$ cat src/rtl/core/fbc_pkg.sv
// ----------------------------------------------------------------------------
// fbc_pkg
// Shared types, beat layout and microcode ROM for the frustum box cull block.
// ----------------------------------------------------------------------------
package fbc_pkg;

    // opcode carried on s_axis_tuser
    localparam logic OP_LOAD = 1'b0;
    localparam logic OP_TEST = 1'b1;

    localparam int PLANE_COUNT  = 6;
    localparam int ORTHO_PLANES = 4;
    localparam int PLANE_W      = 3;
    localparam int COEF_W       = 32;
    localparam int ROW_W        = 4 * COEF_W;

    // input tdata layout, lowest bit first
    localparam int SLOT_LSB  = 0;
    localparam int A_LSB     = 3;
    localparam int B_LSB     = 35;
    localparam int C_LSB     = 67;
    localparam int D_LSB     = 99;
    localparam int P_LSB     = 131;
    localparam int Q_LSB     = 147;
    localparam int LOW_LSB   = 163;
    localparam int HIGH_LSB  = 171;
    localparam int S_TDATA_W = 184;
    localparam int M_TDATA_W = 8;

    localparam int UPC_W = 3;

    // one microcode word: what the datapath does in a step
    typedef struct packed {
        logic               mul_en;    // fetch plane row, form the three products
        logic               acc_en;    // sum products of previous step, test sign
        logic [PLANE_W-1:0] plane;     // plane fetched by mul_en
        logic               ortho_br;  // branch to jump_to when ortho mode set
        logic [UPC_W-1:0]   jump_to;
        logic               last;      // final step, result ready
    } t_uword;

    localparam logic [UPC_W-1:0] UPC_DRAIN = 3'd6;

    function automatic t_uword urom(input logic [UPC_W-1:0] pc);
        t_uword w;
        w = '0;
        unique case (pc)
            3'd0: begin
                w.mul_en = 1'b1; w.plane = 3'd0;
            end
            3'd1: begin
                w.mul_en = 1'b1; w.acc_en = 1'b1; w.plane = 3'd1;
            end
            3'd2: begin
                w.mul_en = 1'b1; w.acc_en = 1'b1; w.plane = 3'd2;
            end
            3'd3: begin
                w.mul_en = 1'b1; w.acc_en = 1'b1; w.plane = 3'd3;
                w.ortho_br = 1'b1; w.jump_to = UPC_DRAIN;
            end
            3'd4: begin
                w.mul_en = 1'b1; w.acc_en = 1'b1; w.plane = 3'd4;
            end
            3'd5: begin
                w.mul_en = 1'b1; w.acc_en = 1'b1; w.plane = 3'd5;
            end
            3'd6: begin
                w.acc_en = 1'b1; w.last = 1'b1;
            end
            default: w = '0;
        endcase
        return w;
    endfunction

endpackage

$ cat src/rtl/core/fbc_seq.sv
// ----------------------------------------------------------------------------
// fbc_seq
// Microcode step counter; one control word per cycle, last step can stall.
// ----------------------------------------------------------------------------
module fbc_seq (
    input  logic            i_clk,
    input  logic            i_rst_n,
    input  logic            i_start,
    input  logic            i_ortho,
    input  logic            i_out_full,
    output logic            o_busy,
    output fbc_pkg::t_uword o_uw
);

    logic [fbc_pkg::UPC_W-1:0] r_pc, n_pc;
    logic                      r_busy, n_busy;
    fbc_pkg::t_uword           rom_w;
    logic                      adv;

    assign rom_w  = fbc_pkg::urom(r_pc);
    // last step waits while the result register is still full
    assign adv    = r_busy && !(rom_w.last && i_out_full);
    assign o_uw   = adv ? rom_w : '0;
    assign o_busy = r_busy;

    always_comb begin
        n_pc   = r_pc;
        n_busy = r_busy;
        if (i_start) begin
            n_pc   = '0;
            n_busy = 1'b1;
        end else if (adv) begin
            if (rom_w.last) begin
                n_busy = 1'b0;
            end else if (rom_w.ortho_br && i_ortho) begin
                n_pc = rom_w.jump_to;
            end else begin
                n_pc = r_pc + 1'b1;
            end
        end
    end

    always_ff @(posedge i_clk) begin
        if (!i_rst_n) begin
            r_pc   <= '0;
            r_busy <= 1'b0;
        end else begin
            r_pc   <= n_pc;
            r_busy <= n_busy;
        end
    end

endmodule

$ cat config.mk
export PLATFORM = sky130hd
export DESIGN_NAME = fbc_seq
export DESIGN_NICKNAME = d
export VERILOG_FILES = /design/src/rtl/core/fbc_pkg.sv /design/src/rtl/core/fbc_seq.sv
export SDC_FILE = /design/constraint.sdc
export NUM_CORES = 1
export LEC_CHECK = 0
export BUFFER_PORTS_ARGS = -buffer_cell sky130_fd_sc_hd__buf_2
export CAP_MARGIN = 20
export CORE_AREA = 2 2 39 41
export CTS_CLUSTER_SIZE = 25
export DETAILED_ROUTE_END_ITERATION = 8
export DIE_AREA = 0 0 41 43
export PLACE_DENSITY = 0.58
export REMOVE_ABC_BUFFERS = 1
export SLEW_MARGIN = 20
export SYNTH_ARGS = -nofsm -noshare
export SYNTH_HDL_FRONTEND = slang
export SYNTH_SLANG_ARGS = --single-unit
$ cat constraint.sdc
create_clock -name i_clk -period 1.45 [get_ports i_clk]
set_input_delay 0.0725 -clock i_clk [delete_from_list [all_inputs] [get_ports i_clk]]
set_output_delay 0.0725 -clock i_clk [all_outputs]
set_load 0.05 [all_outputs]
==> flow_summary.json, run 1 <==
{
  "antennaDiodeCount": 0,
  "cts.sinks": 4,
  "start_kind": "flip-flop",
  "dieArea_um2": 1760,
  "met3_usage_pct": 1.57,
  "drt_first_iter_violations": 0,
  "slowest_delay_ns": 0.37,
  "row_count": 14,
  "cp_slowest_cell": "dfxtp_4",
  "dp.cells": 83,
  "initial_core_util_pct": 27.8,
  "finalWorstSetupSlack_ns": -0.107,
  "rsz0062_at_grt": "yes",
  "yosysMostFrequentCell": "ha_1",
  "yosysWarnings": 0,
  "cp.arrival_ns": 1.48,
  "wl_per_cell_um": 14.3,
  "cts_tree": "built",
  "multiInputGateArea_um2": 404,
  "use_met2_pct": 29.1,
  "num_vias": 444,
  "hold_depth": 2,
  "drv_cap": 0,
  "outcome": "complete, but fails checks",
  "die_x_um": 41,
  "layout_min_cycle_time_ns": 1.56,
  "hold_path_class": "in2reg",
  "grt_pass1_wl_um": 1890,
  "nNetsFinal": 87,
  "violations": "negative setup slack",
  "vias_per_cell": 4.93,
  "gp_congestion": 0.795,
  "finalHoldViolCount": 0,
  "grt_overflow": 0,
  "seqCellArea_um2": 87.6,
  "synth.yosys.seq_area_share_pct": 20.8,
  "layout-drive-gt1-share_pct": 71.6,
  "path_class": "reg2out",
  "timing.fmax_mhz": 642,
  "grt_pass1_vias": 437,
  "cts_max_level": 1,
  "ctsRootBufferMaster": "clkbuf_4",
  "crit_path_max_fanout": 4,
  "holdWs_ns": 0.0582,
  "clkLatencyLatePin_ns": 0.23,
  "p_per_area_nw_per_um2": 531,
  "yosysTopAreaCell": "dfxtp_1",
  "placedInstanceArea_um2": 504,
  "grt_use_met1_pct": 16.6,
  "die_h_um": 43,
  "postSynthAreaPerCell_um2": 7.84,
  "endpoint_kind": "output port",
  "areaGrowthSynthToFinish_pct": 103,
  "antenna_found_initial": 0,
  "cpMostUsedCell": "ha_4",
  "r2r.worst_path.cells": 7,
  "numPortBuffers": 14,
  "numCtsBuffers": 3,
  "power_leakage_uw": 0.000310,
  "fin_skew_ns": 0.00312,
  "total_power_uw": 413,
  "dpl_worst_slack_ns": -0.0465,
  "netlist_area_um2": 384,
  "postRouteAntennaNets": 0,
  "synth-seq-cells": 4,
  "synth_edf_count": 0,
  "nFillCells": 127,
  "netlist_instances": 49,
  "synth_top_cell_area_share_pct": 20.8,
  "clockBufferDepth": 2,
  "period_share_pct": 107,
  "yosys-top-cells-area": "dfxtp_1, ha_1, buf_4",
  "ys_top_cells_by_count": "ha_1, a21oi_1, dfxtp_1, nand2_1, nor2_1",
  "core_um2": 1380,
  "drc": 0,
  "drv_slew": 0,
  "cp.required_ns": 1.38,
  "rrSetupSlack_ns": 0.07,
  "synthFlopType": "dfxtp_1",
  "wl_um": 1290,
  "final-setup-viol-count": 8,
  "grt_usage_pct": 16.0,
  "hpwl_um": 743,
  "peakVddDrop_mv": 0.357,
  "drt_pass1_iterations": 1,
  "synth-async-reset-ratio_pct": 0,
  "cp_cell_sequence": "ha_4, ha_4, buf_6, nor3_2, a21oi_1, buf_4",
  "path_clk_slew_ns": 0.04,
  "top_usage_layer": "met2",
  "fin_cells": 90,
  "grt_max_degree": 8,
  "synth.distinct_cells": 22,
  "num_io_pins": 16,
  "final_cell_area_um2": 778
}
## state kept, by name, summed over array words and instances, names as in the netlist
name,flops
r_pc,3
o_busy,1
## metrics by stage
step                util (%)  setup TNS, ns
finish                  56.2         -0.434
global placement        36.4              0
CTS                     52.7         -0.540
floorplan                  -          -4.25
global route            56.2          -1.09
detailed placement      36.4        -0.0829
## layer usage
metal | share of wire [%] | routed length, µm
met5 | 0 | 0
met4 | 0 | 0
met3 | 2.2 | 28
met2 | 63 | 812
met1 | 35 | 449
## what timing repair did
action / CTS / global route
resized for setup: 48 / 15
endpoints found under the setup margin: 9 / 11
hold endpoints to repair: 0 / 0
pin swaps: 8 / 8
buffers inserted: 3 / 1
hold buffers: 0 / 0
## cell families after synthesis
family / after synthesis / share of synthesized area [%]
adders and majority gates: 6 / 19.5
muxes: 1 / 2.61
AOI/OAI and AO/OA: 14 / 25.4
DFF: 4 / 20.8
buffers and inverters: 6 / 8.79
and+or+nand+nor: 17 / 21.8
other: 1 / 0.976
## power by group
group          internal [µW]  switching [µW]  total [µW]
Clock                   92.4            43.1         136
Sequential               114            9.74         124
Combinational           66.5            87.1         154
Total                    273             140         413
## final timing paths
check / from / endpoint
hold / removal: i_rst_n / o_busy$_SDFFE_PN0P_
setup reg to reg: r_pc[0]$_SDFFE_PP0P_ / r_pc[0]$_SDFFE_PP0P_
hold reg to reg: r_pc[1]$_SDFFE_PP0P_ / r_pc[1]$_SDFFE_PP0P_
setup / recovery: r_pc[1]$_SDFFE_PP0P_ / o_uw[9]
## worst max-delay path, delay by kind of cell (launching register included)
kind                       cells  cell delay (ns)
buffers and inverters          2             0.31
and+or+nand+nor                1             0.14
DFF                            1             0.37
AOI/OAI and AO/OA              1             0.09
adders and majority gates      2             0.34
## final cells by class
class                           instances  share of cell area, %
Clock buffer                            3                   2.89
Sequential cell                         4                   11.3
Timing Repair Buffer                   25                   29.3
Inverter                                3                   2.09
Multi-Input combinational cell         39                   51.9
Tap cell                               16                   2.57
## layout by cell type (no fill, tap or decap), types with 3 or more instances in the layout
cell type,count
a21oi_1,3
nand2_1,3
buf_4,7
clkbuf_4,3
buf_6,12
buf_2,5
ha_4,4
Power figures use the tool's default switching activity.
==> run 2: changes to the inputs <==
- CAP_MARGIN: 20 -> 15
- CELL_PAD_IN_SITES_DETAIL_PLACEMENT: not set -> 2
- CELL_PAD_IN_SITES_GLOBAL_PLACEMENT: not set -> 2
- CORE_AREA: 2 2 39 41 -> not set
- CORE_UTILIZATION: not set -> 23
- DIE_AREA: 0 0 41 43 -> not set
- PLACE_DENSITY: 0.58 -> 0.77
==> run 2 against run 1 <==
Against the previous run:
- the run still ends with negative setup slack left
- utilization down 1.8 points
- sequential share of layout area down 0.82 points
- clock power up 6%
- die area up 4.2%
- clock-buffer cell count unchanged
- final area up 7.9%
- total power up 6.8%
- setup slack worse by 0.025 ns
- clock skew down 0.00074 ns
- sequential power about the same
- non-clock buffer count up 3
- wire length up 23%
==> flow_summary.json, run 2 (synthesis results as in run 1) <==
{
  "slowest_delay_ns": 0.32,
  "core_um2": 1540,
  "cts_max_level": 1,
  "layout_min_cycle_time_ns": 1.58,
  "seqPwrFrac_pct": 28.3,
  "switching_share_pct": 35.3,
  "drc": 0,
  "wl_um": 1590,
  "internal_power_uw": 285,
  "wl_per_cell_um": 17.0,
  "outcome": "complete, but fails checks",
  "initial_core_util_pct": 24.9,
  "final_cell_area_um2": 840,
  "grt_pass1_vias": 496,
  "path_class": "reg2out",
  "final-setup-viol-count": 9,
  "endpoint_kind": "output port",
  "p_per_area_nw_per_um2": 526,
  "power.share.clock_pct": 32.5,
  "die_x_um": 42.9,
  "hold_buffers": 0,
  "hold_path_class": "in2reg",
  "cp.arrival_ns": 1.51,
  "power_leakage_uw": 0.000331,
  "die_h_um": 42.9,
  "tns_ns": -0.382,
  "path_buf_inv": 3,
  "crit_path_max_fanout": 3,
  "dpl_worst_slack_ns": -0.109,
  "rsz0062_at_grt": "yes",
  "peakVddDrop_mv": 0.434,
  "areaGrowthSynthToFinish_pct": 119,
  "p_comb_share_pct": 39.2,
  "grt_usage_pct": 17.9,
  "rrSetupSlack_ns": 0.04,
  "placedInstanceArea_um2": 519,
  "cp_slowest_cell": "dfxtp_1",
  "nNetsFinal": 90,
  "drv_slew": 0,
  "grt_pass1_wl_um": 2330,
  "crit_start": "r_pc[2]$_SDFFE_PP0P_",
  "crit_end": "o_uw[5]",
  "cp_cell_sequence": "inv_2, buf_4, ha_2, a21oi_2, a211oi_2, buf_6",
  "cts.sinks": 4,
  "layout-drive-gt1-share_pct": 72.7,
  "dieArea_um2": 1840,
  "postRouteAntennaNets": 0,
  "r2r.worst_path.cells": 7,
  "finalWorstSetupSlack_ns": -0.132,
  "clkLatencyLatePin_ns": 0.24,
  "path_clk_slew_ns": 0.04,
  "num_io_pins": 16,
  "drt_first_iter_violations": 2,
  "largest_register_ffs": 3,
  "drv_cap": 0,
  "antenna_found_initial": 0,
  "mostFrequentLayoutCells": "buf_6, buf_4, ha_4, buf_2, buf_8",
  "numCtsBuffers": 3,
  "nFillCells": 156,
  "holdWs_ns": 0.0702,
  "antennaDiodeCount": 0,
  "grt_overflow": 0,
  "r2r_end": "r_pc[0]$_SDFFE_PP0P_",
  "gp_congestion": 0.673,
  "mostFrequentLayoutCell": "buf_6",
  "cts_tree": "built",
  "period_share_pct": 109,
  "cp.required_ns": 1.38,
  "numPortBuffers": 14,
  "finalHoldViolCount": 0,
  "drt_pass1_iterations": 2,
  "regMostFlops": "r_pc",
  "cp_top_family": "buffers and inverters",
  "crit_cells": 6,
  "clockBufferDepth": 2,
  "ctsRootBufferMaster": "clkbuf_4",
  "violations": "negative setup slack",
  "grt_max_degree": 8,
  "power_switching_uw": 156,
  "hpwl_um": 1000,
  "num_vias": 464,
  "r2r-start": "r_pc[0]$_SDFFE_PP0P_",
  "vias_per_cell": 4.99,
  "start_kind": "flip-flop",
  "fin_skew_ns": 0.00238,
  "timing.fmax_mhz": 632,
  "row_count": 14
}
==> run 2: changes by cell type in the layout (fill, tap and decap cells not counted), sizes merged <==
cell and delta:
buf +3
==> run 2: cell type report <==
| type | instances | area, µm² | share of cell area [%] |
|---|---|---|---|
| inverter | 3 | 13.8 | 1.64 |
| timing repair buffer | 28 | 269 | 32.0 |
| tap | 16 | 20.0 | 2.38 |
| clock buffer | 3 | 22.5 | 2.68 |
| sequential | 4 | 87.6 | 10.4 |
| multi-input combinational | 39 | 427 | 50.8 |
==> run 2: worst min path at each step <==
stage / start / end / slack [ns] / cells past startpoint
final: i_rst_n / o_busy$_SDFFE_PN0P_ / 0.07 / 2
after global routing: i_rst_n / o_busy$_SDFFE_PN0P_ / 0.07 / 2
after CTS: i_rst_n / o_busy$_SDFFE_PN0P_ / 0.07 / 2
after detailed placement: i_rst_n / o_busy$_SDFFE_PN0P_ / 0.31 / 2
after global placement: i_rst_n / o_busy$_SDFFE_PN0P_ / 0.28 / 2
after floorplan: i_rst_n / o_busy$_SDFFE_PN0P_ / 0.19 / 1
==> run 2: routing by layer <==
layer  global-route usage [%]  vias to the layer above  part of all wire [%]
li1                         -                      224                     -
met1                     20.0                      226                    40
met2                     31.2                       10                    56
met3                     2.55                        4                   1.7
met4                     11.3                        0                   2.0
met5                        0                        -                     0
==> run 2: stage by stage <==
stage / utilization [%] / instances / total power (µW)
after global placement: 33.7 / 85 / 232
after detailed placement: 33.7 / 85 / 236
after CTS: 49.4 / 90 / 419
final: 54.5 / 93 / 441
after global routing: 54.5 / 93 / 468
after floorplan: - / 46 / 195
==> run 2: power by group through the flow <==
| stage | logic [µW] | registers (µW) | clock network (µW) |
|---|---|---|---|
| finish | 173 | 125 | 144 |
| global route | 183 | 126 | 159 |
| CTS | 150 | 124 | 145 |
| detailed placement | 112 | 124 | 0 |
| global placement | 108 | 123 | 0 |
| floorplan | 63.3 | 131 | 0 |
==> run 2: what timing repair did <==
| item | 4_1_cts | 5_1_grt |
|---|---|---|
| pin swaps | 7 | 5 |
| setup buffers | 2 | 3 |
| gates resized for setup | 54 | 13 |
| setup endpoints to repair | 9 | 11 |
==> run 2: worst register-to-register path: stages (launching register included) <==
cell and delay, ns:
dfxtp_4 0.37, inv_4 0.05, ha_4 0.18, buf_6 0.13
buf_6 0.11, a21boi_4 0.17, mux2i_1 0.20, nor2b_1 0.07
==> run 3: changes to the inputs <==
- BUFFER_PORTS_ARGS: -buffer_cell sky130_fd_sc_hd__buf_2 -> not set
- CORE_UTILIZATION: 23 -> 29
- DONT_BUFFER_PORTS: not set -> 1
- PLACE_DENSITY: 0.77 -> not set
- PLACE_DENSITY_LB_ADDON: not set -> 0.1
==> run 3 against run 2 <==
Against the previous run:
- the flow now stops in global routing
- synthesized area unchanged
- synthesized cell count unchanged
==> flow_summary.json, run 3 <==
{
  "outcome": "did not finish",
  "yosysWarnings": 0,
  "synth.distinct_cells": 22,
  "grt_max_degree": 8,
  "synthMuxAreaShare_pct": 2.61,
  "yosysTopAreaCell": "dfxtp_1",
  "synth_top_cell_area_share_pct": 20.8,
  "synth-async-reset-ratio_pct": 0,
  "die_x_um": 38.4,
  "synth_compound_area_share_pct": 25.4,
  "initial_core_util_pct": 32.8,
  "antenna_found_initial": 0,
  "cts_max_level": 1,
  "synth_xor_area_share_pct": 0,
  "numCtsBuffers": 3,
  "yosysMostFrequentCell": "ha_1",
  "error": "[ERROR DPL-0033] detailed placement checks failed during check placement.",
  "synthFlopType": "dfxtp_1",
  "num_io_pins": 16,
  "synthAdderAreaFrac_pct": 19.5,
  "synth_edf_count": 0,
  "worst_endpoint_kind": "output port",
  "netlist_area_um2": 384,
  "synth.yosys.seq_area_share_pct": 20.8,
  "synth_top_family_by_area": "compound AO/OA/AOI/OAI gates",
  "lastStage": "global routing",
  "hpwl_um": 934,
  "worst_endpoint": "o_uw[5]",
  "numPortBuffers": 0,
  "yosys-top-cells-area": "dfxtp_1, ha_1, buf_4",
  "clockBufferDepth": 2,
  "cts.sinks": 4,
  "synth-simple-area-share_pct": 21.8,
  "ys_top_cells_by_count": "ha_1, a21oi_1, dfxtp_1, nand2_1, nor2_1",
  "postSynthAreaPerCell_um2": 7.84,
  "die_h_um": 38.4,
  "dpl_worst_slack_ns": -0.0970,
  "netlist_instances": 49,
  "gp_congestion": 0.787,
  "ctsRootBufferMaster": "clkbuf_4",
  "synth-seq-cells": 4,
  "row_count": 12
}
run 3: cells by family after synthesis:
family	after synthesis
mux	1
fa+ha+maj	6
buf+inv	6
compound gates	14
other cells	1
flops	4
simple gates	17
run 3: per-stage QoR:
| stage | TNS, ns | area (µm²) | utilization (%) | hold slack (ns) | instances |
|---|---|---|---|---|---|
| after CTS | -0.718 | 664 | 56.7 | 0.0223 | 80 |
| after detailed placement | -0.200 | 507 | 43.3 | 0.196 | 74 |
| after global placement | 0 | 507 | 43.3 | 0.195 | 74 |
| after floorplan | -4.25 | 362 | - | 0.190 | 46 |
run 3: repair_timing:
action,in CTS
setup buffers,1
endpoints found under the hold margin,1
gates resized for setup,28
hold buffers,2
setup endpoints to repair,10
pin swaps,2
==> run 4: changes to the inputs <==
- CELL_PAD_IN_SITES_DETAIL_PLACEMENT: 2 -> not set
- CELL_PAD_IN_SITES_GLOBAL_PLACEMENT: 2 -> not set
- CORE_AREA: not set -> 2 2 63 65
- CORE_UTILIZATION: 29 -> not set
- CTS_CLUSTER_SIZE: 25 -> not set
- DIE_AREA: not set -> 0 0 65 67
- PLACE_DENSITY_LB_ADDON: 0.1 -> 0.15
==> run 4 against run 3 <==
Against the previous run:
- the flow now finishes, with violations (negative setup slack)
==> flow_summary.json, run 4 (synthesis results as in run 1) <==
{
  "outcome": "complete, but fails checks",
  "violations": "negative setup slack",
  "dieArea_um2": 4360,
  "final-setup-viol-count": 7,
  "drv_cap": 0,
  "num_io_pins": 16,
  "numPortBuffers": 0,
  "switching_share_pct": 28.6,
  "cts_tree": "built",
  "grt_pass1_wl_um": 1900,
  "drt_pass1_iterations": 3,
  "antennaDiodeCount": 0,
  "antenna_found_initial": 0,
  "power.share.clock_pct": 46.2,
  "largest_register_ffs": 3,
  "layout-drive-gt1-share_pct": 68.1,
  "cts_max_level": 1,
  "seqPwrFrac_pct": 25.1,
  "clockBufferDepth": 2,
  "die_h_um": 67,
  "vias_per_cell": 3.45,
  "die_x_um": 65,
  "p_comb_share_pct": 28.7,
  "rsz0062_at_grt": "yes",
  "initial_core_util_pct": 10.7,
  "postRouteAntennaNets": 0,
  "core_um2": 3610,
  "endpoint_kind": "output port",
  "hold_path_class": "in2reg",
  "grt_overflow": 0,
  "timing.fmax_mhz": 658,
  "wl_um": 1100,
  "finalHoldViolCount": 0,
  "power_switching_uw": 142,
  "path_class": "reg2out",
  "mostFrequentLayoutCells": "buf_4, buf_6, ha_4",
  "row_count": 22,
  "finalWorstSetupSlack_ns": -0.0708,
  "ctsRootBufferMaster": "clkbuf_8",
  "grt_usage_pct": 6.05,
  "cp.required_ns": 1.38,
  "areaGrowthSynthToFinish_pct": 116,
  "period_share_pct": 105,
  "crit_path_max_fanout": 4,
  "peakVddDrop_mv": 0.243,
  "total_power_uw": 497,
  "gp_congestion": 0.654,
  "start_kind": "flip-flop",
  "drt_first_iter_violations": 9,
  "drc": 0,
  "regMostFlops": "r_pc",
  "numCtsBuffers": 3,
  "num_vias": 404,
  "clkLatencyLatePin_ns": 0.21,
  "grt_pass1_vias": 409,
  "layout_min_cycle_time_ns": 1.52,
  "internal_power_uw": 355,
  "grt_max_degree": 8,
  "power_leakage_uw": 0.000298,
  "wl_per_cell_um": 9.41,
  "nNetsFinal": 82,
  "mostFrequentLayoutCell": "buf_4",
  "p_per_area_nw_per_um2": 599,
  "path_clk_slew_ns": 0.03,
  "fin_util_pct": 23.0,
  "drv_slew": 0,
  "cts.sinks": 4,
  "hpwl_um": 858,
  "fin_skew_ns": 0.00193,
  "cp.arrival_ns": 1.45
}
## run 4: repair_timing
action | CTS | global route
hold endpoints to repair | 1 | 0
hold buffers | 2 | 0
buffers inserted | 1 | 0
pin swaps | 6 | 4
setup endpoints to repair | 9 | 10
resized for setup | 36 | 8
## run 4: stage by stage
step,hold slack [ns],setup WS [ns],area [µm²],cells,TNS (ns)
floorplan,0.190,-0.805,362,46,-4.25
global placement,0.197,-0.120,572,111,-0.130
detailed placement,0.195,-0.0395,572,111,-0.0420
CTS,0.0607,-0.0740,798,117,-0.435
global route,0.0764,-0.149,830,117,-0.688
finish,0.0777,-0.0708,830,117,-0.202
## run 4: final timing paths
| check | startpoint | end | slack (ns) | depth (start not counted) |
|---|---|---|---|---|
| hold / removal | i_start | r_pc[2]$_SDFFE_PP0P_ | 0.08 | 3 |
| setup reg to reg | r_pc[1]$_SDFFE_PP0P_ | r_pc[0]$_SDFFE_PP0P_ | 0.11 | 7 |
| hold reg to reg | r_pc[1]$_SDFFE_PP0P_ | r_pc[1]$_SDFFE_PP0P_ | 0.63 | 2 |
| setup / recovery | r_pc[1]$_SDFFE_PP0P_ | o_uw[5] | -0.07 | 6 |
## run 4: metal layers
metal | up-vias | track usage, % | part of all wire, %
met5 | - | 0 | 0
met4 | 0 | 3.19 | 1.9
met2 | 8 | 10.3 | 49
met1 | 185 | 6.03 | 45
li1 | 209 | - | -
met3 | 2 | 3.04 | 4.4
## run 4: layout make-up
cell class                      count  area, µm²
Fill cell                         389       2780
Multi-Input combinational cell     39        427
Timing Repair Buffer               20        198
Sequential cell                     4       87.6
Tap cell                           48       60.1
Clock buffer                        3       41.3
Inverter                            3       16.3
## run 4: critical path, cell delays in order (launching register included)
cell and delay [ns]:
dfxtp_4 0.39, ha_4 0.16, ha_4 0.15, buf_6 0.11, nor2_2 0.04, a211oi_2 0.21, buf_6 0.19
## run 4: power by group through the flow
| stage | logic [µW] | clock network [µW] | registers [µW] |
|---|---|---|---|
| finish | 142 | 229 | 125 |
| global placement | 106 | 0 | 124 |
| global route | 154 | 248 | 126 |
| CTS | 137 | 237 | 125 |
| floorplan | 63.3 | 0 | 131 |
| detailed placement | 105 | 0 | 124 |
